<file path="src/hdl/csu_ram.sv">
// Generic single-port-write, single-port-read RAM with registered read data.
// No dependencies.
`default_nettype none

module csu_ram #(
    parameter int WIDTH = 8,
    parameter int DEPTH = 16
) (
    input  wire                      i_clk,
    input  wire                      i_we,
    input  wire  [$clog2(DEPTH)-1:0] i_waddr,
    input  wire  [WIDTH-1:0]         i_wdata,
    input  wire                      i_re,
    input  wire  [$clog2(DEPTH)-1:0] i_raddr,
    output logic [WIDTH-1:0]         o_rdata
);

    logic [WIDTH-1:0] r_mem [DEPTH];
    logic [WIDTH-1:0] r_rdata;

    always_ff @(posedge i_clk) begin
        if (i_we) begin
            r_mem[i_waddr] <= i_wdata;
        end
        if (i_re) begin
            r_rdata <= r_mem[i_raddr];
        end
    end

    assign o_rdata = r_rdata;

endmodule

`default_nettype wire

</file>
<file path="config.mk">
export PLATFORM = sky130hd
export DESIGN_NAME = csu_ram
export DESIGN_NICKNAME = d
export VERILOG_FILES = /design/src/hdl/csu_ram.sv
export SDC_FILE = /design/constraint.sdc
export NUM_CORES = 1
export LEC_CHECK = 0
export CAP_MARGIN = 20
export CORE_MARGIN = 3
export CORE_UTILIZATION = 35
export DETAILED_ROUTE_END_ITERATION = 6
export DONT_BUFFER_PORTS = 1
export HOLD_SLACK_MARGIN = 0.15
export MAX_ROUTING_LAYER = met4
export PLACE_DENSITY_LB_ADDON = 0.1
export SLEW_MARGIN = 25
export SYNTH_ARGS = -nofsm -noshare
export SYNTH_HDL_FRONTEND = slang
export SYNTH_SLANG_ARGS = --single-unit
</file>
<file path="constraint.sdc">
create_clock -name i_clk -period 2.2 [get_ports i_clk]
set_input_delay 0.33 -clock i_clk [delete_from_list [all_inputs] [get_ports i_clk]]
set_output_delay 0.33 -clock i_clk [all_outputs]
set_load 0.01 [all_outputs]
</file>
==> impl_metrics.py, run 1 <==
metrics = {
    "run_status": {
        "outcome": "completed",
    },
    "drt": {
        "drc_errors": 0,
        "ant_nets": 0,
        "vias_per_cell": 5.12,
        "wire_per_inst_um": 23.9,
        "routed_wl_mm": 11.1,
        "drt-initial-drc-count": 187,
        "num_vias": 2366,
        "first_pass_iters": 4,
    },
    "critical_path": {
        "end_kind": "register",
        "r2r-end": "o_rdata[3]$_DFFE_PP_",
        "cp-startpoint": "r_mem[1][3]$_DFFE_PP_",
        "cp_max_fo": 1,
        "path_class": "reg -> reg",
        "rr_worst_depth": 3,
        "crit_arrival_ps": 1670,
        "cp.required_ps": 2350,
        "r2r-start": "r_mem[1][3]$_DFFE_PP_",
        "cp-endpoint": "o_rdata[3]$_DFFE_PP_",
        "worst_setup_path_start_kind": "register",
        "r2r_slack_ps": 680,
    },
    "layout": {
        "post-route-util_pct": 42.7,
        "antenna_cells": 0,
        "drive_gt1_share_pct": 23.4,
        "area_delta_synth_final_pct": 19.2,
        "layout.nets": 284,
        "final_cell_count_no_fill": 462,
    },
    "sta": {
        "clock_skew_ps": 5.20,
        "timing.fmax_mhz": 658,
        "finalCritPeriodShare_pct": 69.1,
        "hold_viol": 0,
        "worst_pin_slew_ps": 624,
        "final-setup-viol-count": 0,
        "min_period_ps": 1520,
        "slew_headroom_pct": 58.2,
        "whs_ps": 297,
        "grt_setup_unrepaired": "no",
        "slew_viol_final": 0,
        "fin_setup_tns_ps": 0,
    },
    "run": {
        "max_cap_violations": 0,
    },
    "floorplan": {
        "dieWidth_um": 128,
        "dieArea_um2": 16400,
        "placementRows": 44,
        "core_area_um2": 14600,
        "initial_core_util_pct": 35.8,
        "ios": 27,
        "fp.dieH_um": 128,
    },
    "min_path": {
        "hold_class": "in -> reg",
    },
    "place": {
        "dp_cells": 421,
        "place_congestion": 0.701,
        "port_buffers": 0,
        "dp_hpwl_mm": 6.68,
    },
    "grt": {
        "grt_max_degree": 33,
        "grt_pass1_wl_mm": 16.7,
        "grt_remaining_overflow": 0,
        "grt_pass1_vias": 2610,
        "track_usage_pct": 15.0,
        "antenna_found_initial": 0,
    },
    "synth": {
        "synth_fp_nets": 248,
        "syn_avg_cell_area_um2": 22.8,
        "yosysWarnings": 0,
        "ys_ff_latch": 136,
        "synthCells": 229,
        "syn_area_um2": 5230,
        "synthDistinctLibCells": 18,
        "yosysSeqAreaShare_pct": 78.1,
    },
    "clock_tree": {
        "htree_levels": 4,
        "numCtsBuffers": 17,
        "cts_buffer_depth": 2,
        "clk_pin_slew_ps": 60,
        "cts_root_buffer": "clkbuf_16",
        "numClockSinks": 136,
        "cts_setup_buffers": 0,
        "cts_tree": "done",
        "clkLatencyLatePin_ps": 410,
    },
    "power_and_ir_drop": {
        "irDropWorstVdd_v": 0.000596,
        "powerDensity_nw_per_um2": 995,
        "p_leak_uw": 0.00204,
    },
}
[timing repair]
action                    in CTS  in global routing
hold buffers                   9                  0
gates resized for setup        0                  0
hold endpoints to repair     136                  0
[kinds of logic after synthesis]
kind of cell           after synthesis  synth area share [%]
flip-flops                         136                  78.1
multiplexers                        32                  14.8
AO/OA/AOI/OAI                       16                  2.30
AND/OR/NAND/NOR                     35                  3.14
buffers and inverters               10                  1.65
[synth_stat cells]
library cell | n | share of area, %
a22oi_1 | 16 | 2.3
and2_1 | 1 | 0.12
and2b_1 | 1 | 0.14
buf_2 | 3 | 0.29
buf_4 | 1 | 0.14
buf_6 | 3 | 0.65
clkdlybuf4s25_2 | 3 | 0.57
edfxtp_1 | 136 | 78
mux4_1 | 14 | 7.0
mux4_2 | 18 | 7.8
nand2_1 | 9 | 0.65
nand2b_1 | 2 | 0.24
nand3_1 | 1 | 0.096
nand3b_1 | 2 | 0.29
nor2_1 | 13 | 0.93
nor2b_1 | 1 | 0.12
nor3_1 | 4 | 0.38
or3b_2 | 1 | 0.17
[how the worst min path moves through the flow]
stage / to / cells past startpoint / startpoint
floorplan: r_mem[0][0]$_DFFE_PP_ / 0 / i_wdata[0]
global placement: r_mem[15][0]$_DFFE_PP_ / 0 / i_wdata[0]
detailed placement: r_mem[14][7]$_DFFE_PP_ / 0 / i_wdata[7]
CTS: o_rdata[3]$_DFFE_PP_ / 3 / i_raddr[1]
global route: r_mem[4][2]$_DFFE_PP_ / 2 / i_waddr[0]
finish: r_mem[4][2]$_DFFE_PP_ / 2 / i_waddr[0]
[metrics by stage]
stage / power [uW] / worst slack (ps) / cell area, um2
6_report: 6200 / 680 / 6230
5_1_grt: 6410 / 588 / 6230
4_1_cts: 6260 / 702 / 6230
3_5_place_dp: 3170 / 640 / 5510
3_3_place_gp: 3170 / 653 / 5510
2_1_floorplan: 3140 / 377 / 5230
[critical path: stages (launching register included)]
cell and delay [ps]:
edfxtp_1 340, mux4_1 500, a22oi_1 330, nand2_1 90
[state kept, by name, summed over array words and instances (netlist names)]
name     cells
r_mem      128
o_rdata      8
[report_power, final]
part           switching (uW)  internal, uW  total (uW)  leakage, uW
sequential               24.6          2920        2950      0.00124
combinational             113           101         213     0.000504
clock                    1040          2000        3040     0.000298
total                    1170          5030        6200      0.00204
[layout make-up]
type | count | area [um2]
clock buffers | 19 | 433
clock inverters | 13 | 203
fillers | 1260 | 8360
multi-input cells | 83 | 1060
flip-flops and latches | 136 | 4080
well taps | 184 | 230
repair buffers | 27 | 225
[cell usage in the layout (no fill, tap or decap), drive strengths merged]
master | Yosys | layout
clkinvlp | 0 | 3
nor3 | 4 | 4
edfxtp | 136 | 136
bufinv | 0 | 5
clkinv | 0 | 5
nand2b | 2 | 2
dlygate4sd3 | 0 | 9
mux4 | 32 | 32
nand3 | 1 | 1
nand3b | 2 | 2
or3b | 1 | 1
a22oi | 16 | 16
and2 | 1 | 1
buf | 7 | 18
and2b | 1 | 1
nor2 | 13 | 13
nor2b | 1 | 1
clkbuf | 0 | 19
nand2 | 9 | 9
[routing by layer]
layer  vias to the layer above  GRT usage (%)  part of all wire (%)  routed length [um]
met3                        12           4.92                   3.7                 410
li1                       1054              -                     -                   -
met4                         0           5.43                   1.6                 182
met2                        52           21.1                    46                5060
met5                         -              -                     0                   0
met1                      1248           20.4                    49                5400
No activity file was read; power rests on OpenSTA's default activity.
==> run 2: changes to the inputs <==
==> constraint.sdc (replaced) <==
create_clock -name i_clk -period 1.4 [get_ports i_clk]
set_input_delay 0.21 -clock i_clk [delete_from_list [all_inputs] [get_ports i_clk]]
set_output_delay 0.21 -clock i_clk [all_outputs]
set_load 0.01 [all_outputs]
==> impl_metrics.py, run 2 (synthesized netlist as in run 1, its figures left out) <==
metrics = {
    "grt": {
        "grt.busiest_layer": "met2",
        "antenna_found_initial": 0,
        "use_met1_pct": 18.9,
        "grt_max_degree": 33,
        "use_met3_pct": 4.63,
        "grt_pass1_vias": 2531,
        "grt_remaining_overflow": 0,
        "track_usage_pct": 14.4,
        "met2_usage_pct": 21.3,
        "grt_pass1_wl_mm": 16.0,
    },
    "layout": {
        "nFillCells": 1259,
        "post-route-util_pct": 42.5,
        "layout_common_cells": "edfxtp_1 (136), mux4_2 (32), clkbuf_16 (17)",
        "area_delta_synth_final_pct": 18.7,
        "regMostFlops": "r_mem",
        "drive_gt1_share_pct": 30.7,
        "layout.area.seq_um2": 4080,
        "mostFrequentLayoutCell": "edfxtp_1",
        "layout.nets": 284,
        "largest_reg_flops": 128,
        "multi_input_area_um2": 1060,
        "antenna_cells": 0,
    },
    "critical_path": {
        "crit_arrival_ps": 1540,
        "cp.required_ps": 1550,
        "end_kind": "register",
        "cp-endpoint": "o_rdata[4]$_DFFE_PP_",
        "rr_worst_depth": 3,
        "worst_setup_path_start_kind": "register",
        "cp-startpoint": "r_mem[3][4]$_DFFE_PP_",
        "r2r-end": "o_rdata[4]$_DFFE_PP_",
        "r2r_slack_ps": 10,
        "cp_max_fo": 1,
        "r2r-start": "r_mem[3][4]$_DFFE_PP_",
        "path_class": "reg -> reg",
    },
    "sta": {
        "setup_ws_ps": 12.7,
        "timing.fmax_mhz": 721,
        "worst_pin_slew_ps": 955,
        "hold_viol": 0,
        "final-setup-viol-count": 0,
        "clock_skew_ps": 6.28,
        "min_period_ps": 1390,
        "grt_setup_unrepaired": "yes",
        "finalCritPeriodShare_pct": 99.1,
        "slew_headroom_pct": 36.2,
        "slew_viol_final": 0,
    },
    "place": {
        "pre_cts_slack_ps": -81.2,
        "dp_hpwl_mm": 6.46,
        "place_congestion": 0.710,
        "port_buffers": 0,
    },
    "clock_tree": {
        "numCtsBuffers": 17,
        "clk_pin_slew_ps": 60,
        "clkLatencyLatePin_ps": 410,
        "cts_root_buffer": "clkbuf_16",
        "cts_buffer_depth": 2,
        "numClockSinks": 136,
        "cts_setup_buffers": 0,
        "cts_tree": "done",
        "htree_levels": 4,
    },
    "drt": {
        "drt-initial-drc-count": 217,
        "routed_wl_mm": 10.5,
        "drc_errors": 0,
        "ant_nets": 0,
        "wire_per_inst_um": 22.7,
        "vias_per_cell": 5.10,
        "first_pass_iters": 4,
        "num_vias": 2353,
    },
    "min_path": {
        "hold_class": "in -> reg",
    },
    "run_status": {
        "outcome": "completed",
    },
    "power_and_ir_drop": {
        "p_leak_uw": 0.00198,
        "irDropWorstVdd_v": 0.000839,
        "powerDensity_nw_per_um2": 1520,
    },
    "floorplan": {
        "fp.dieH_um": 128,
        "placementRows": 44,
        "ios": 27,
        "core_area_um2": 14600,
        "dieArea_um2": 16400,
        "dieWidth_um": 128,
        "initial_core_util_pct": 35.8,
    },
    "run": {
        "max_cap_violations": 0,
    },
}
-- run 2: cell types whose count changed in the layout (fill, tap and decap cells not counted), moves of 3 or more --
cell     change
a22oi_2      +8
nor3_2       +3
mux4_1      -14
mux4_2      +14
a22oi_1      -8
nor3_1       -3
buf_4        -3
-- run 2: final cells by class --
class,count,area share (%)
Multi-Input combinational cell,83,17.1
Clock buffer,19,6.97
Sequential cell,136,65.8
Timing Repair Buffer,27,3.91
Tap cell,184,3.71
Clock inverter,12,2.54
-- run 2: how the worst min path moves through the flow --
stage                from               endpoint  cells past startpoint
3_5_place_dp   i_wdata[2]  r_mem[6][2]$_DFFE_PP_                      0
2_1_floorplan  i_wdata[0]  r_mem[0][0]$_DFFE_PP_                      0
4_1_cts        i_raddr[1]   o_rdata[0]$_DFFE_PP_                      3
3_3_place_gp   i_wdata[2]  r_mem[6][2]$_DFFE_PP_                      0
6_report       i_waddr[1]  r_mem[0][6]$_DFFE_PP_                      2
5_1_grt        i_waddr[1]  r_mem[0][6]$_DFFE_PP_                      2
-- run 2: metrics by stage --
stage	instances	setup TNS, ps	total power [uW]	cell area [um2]	hold WS (ps)
floorplan	229	-2370	4950	5230	309
CTS	461	-13.0	9550	6190	157
global placement	419	-220	4980	5470	310
finish	461	0	9460	6210	167
detailed placement	419	-231	4980	5470	310
global route	461	-130	9780	6210	161
-- run 2: timing repair --
item,in CTS,in global routing
resized for setup,4,5
pin swaps,1,4
hold buffers,11,0
hold endpoints to repair,144,0
endpoints found under the setup margin,4,8
-- run 2: metal layers --
layer / wire (um) / vias up
met5: 0 / -
met4: 139 / 0
met3: 422 / 11
met2: 5030 / 53
met1: 4870 / 1253
li1: - / 1036
-- run 2: critical path, cell delays in order, from the launching register on --
cell and delay [ps]:
edfxtp_1 360, mux4_2 490, a22oi_2 210, nand2_1 70
-- run 2: where the power goes --
| part | leakage (uW) | switching [uW] | internal [uW] |
|---|---|---|---|
| Clock | 0.000287 | 1550 | 2930 |
| Sequential | 0.00124 | 39.0 | 4590 |
| Combinational | 0.000453 | 177 | 172 |
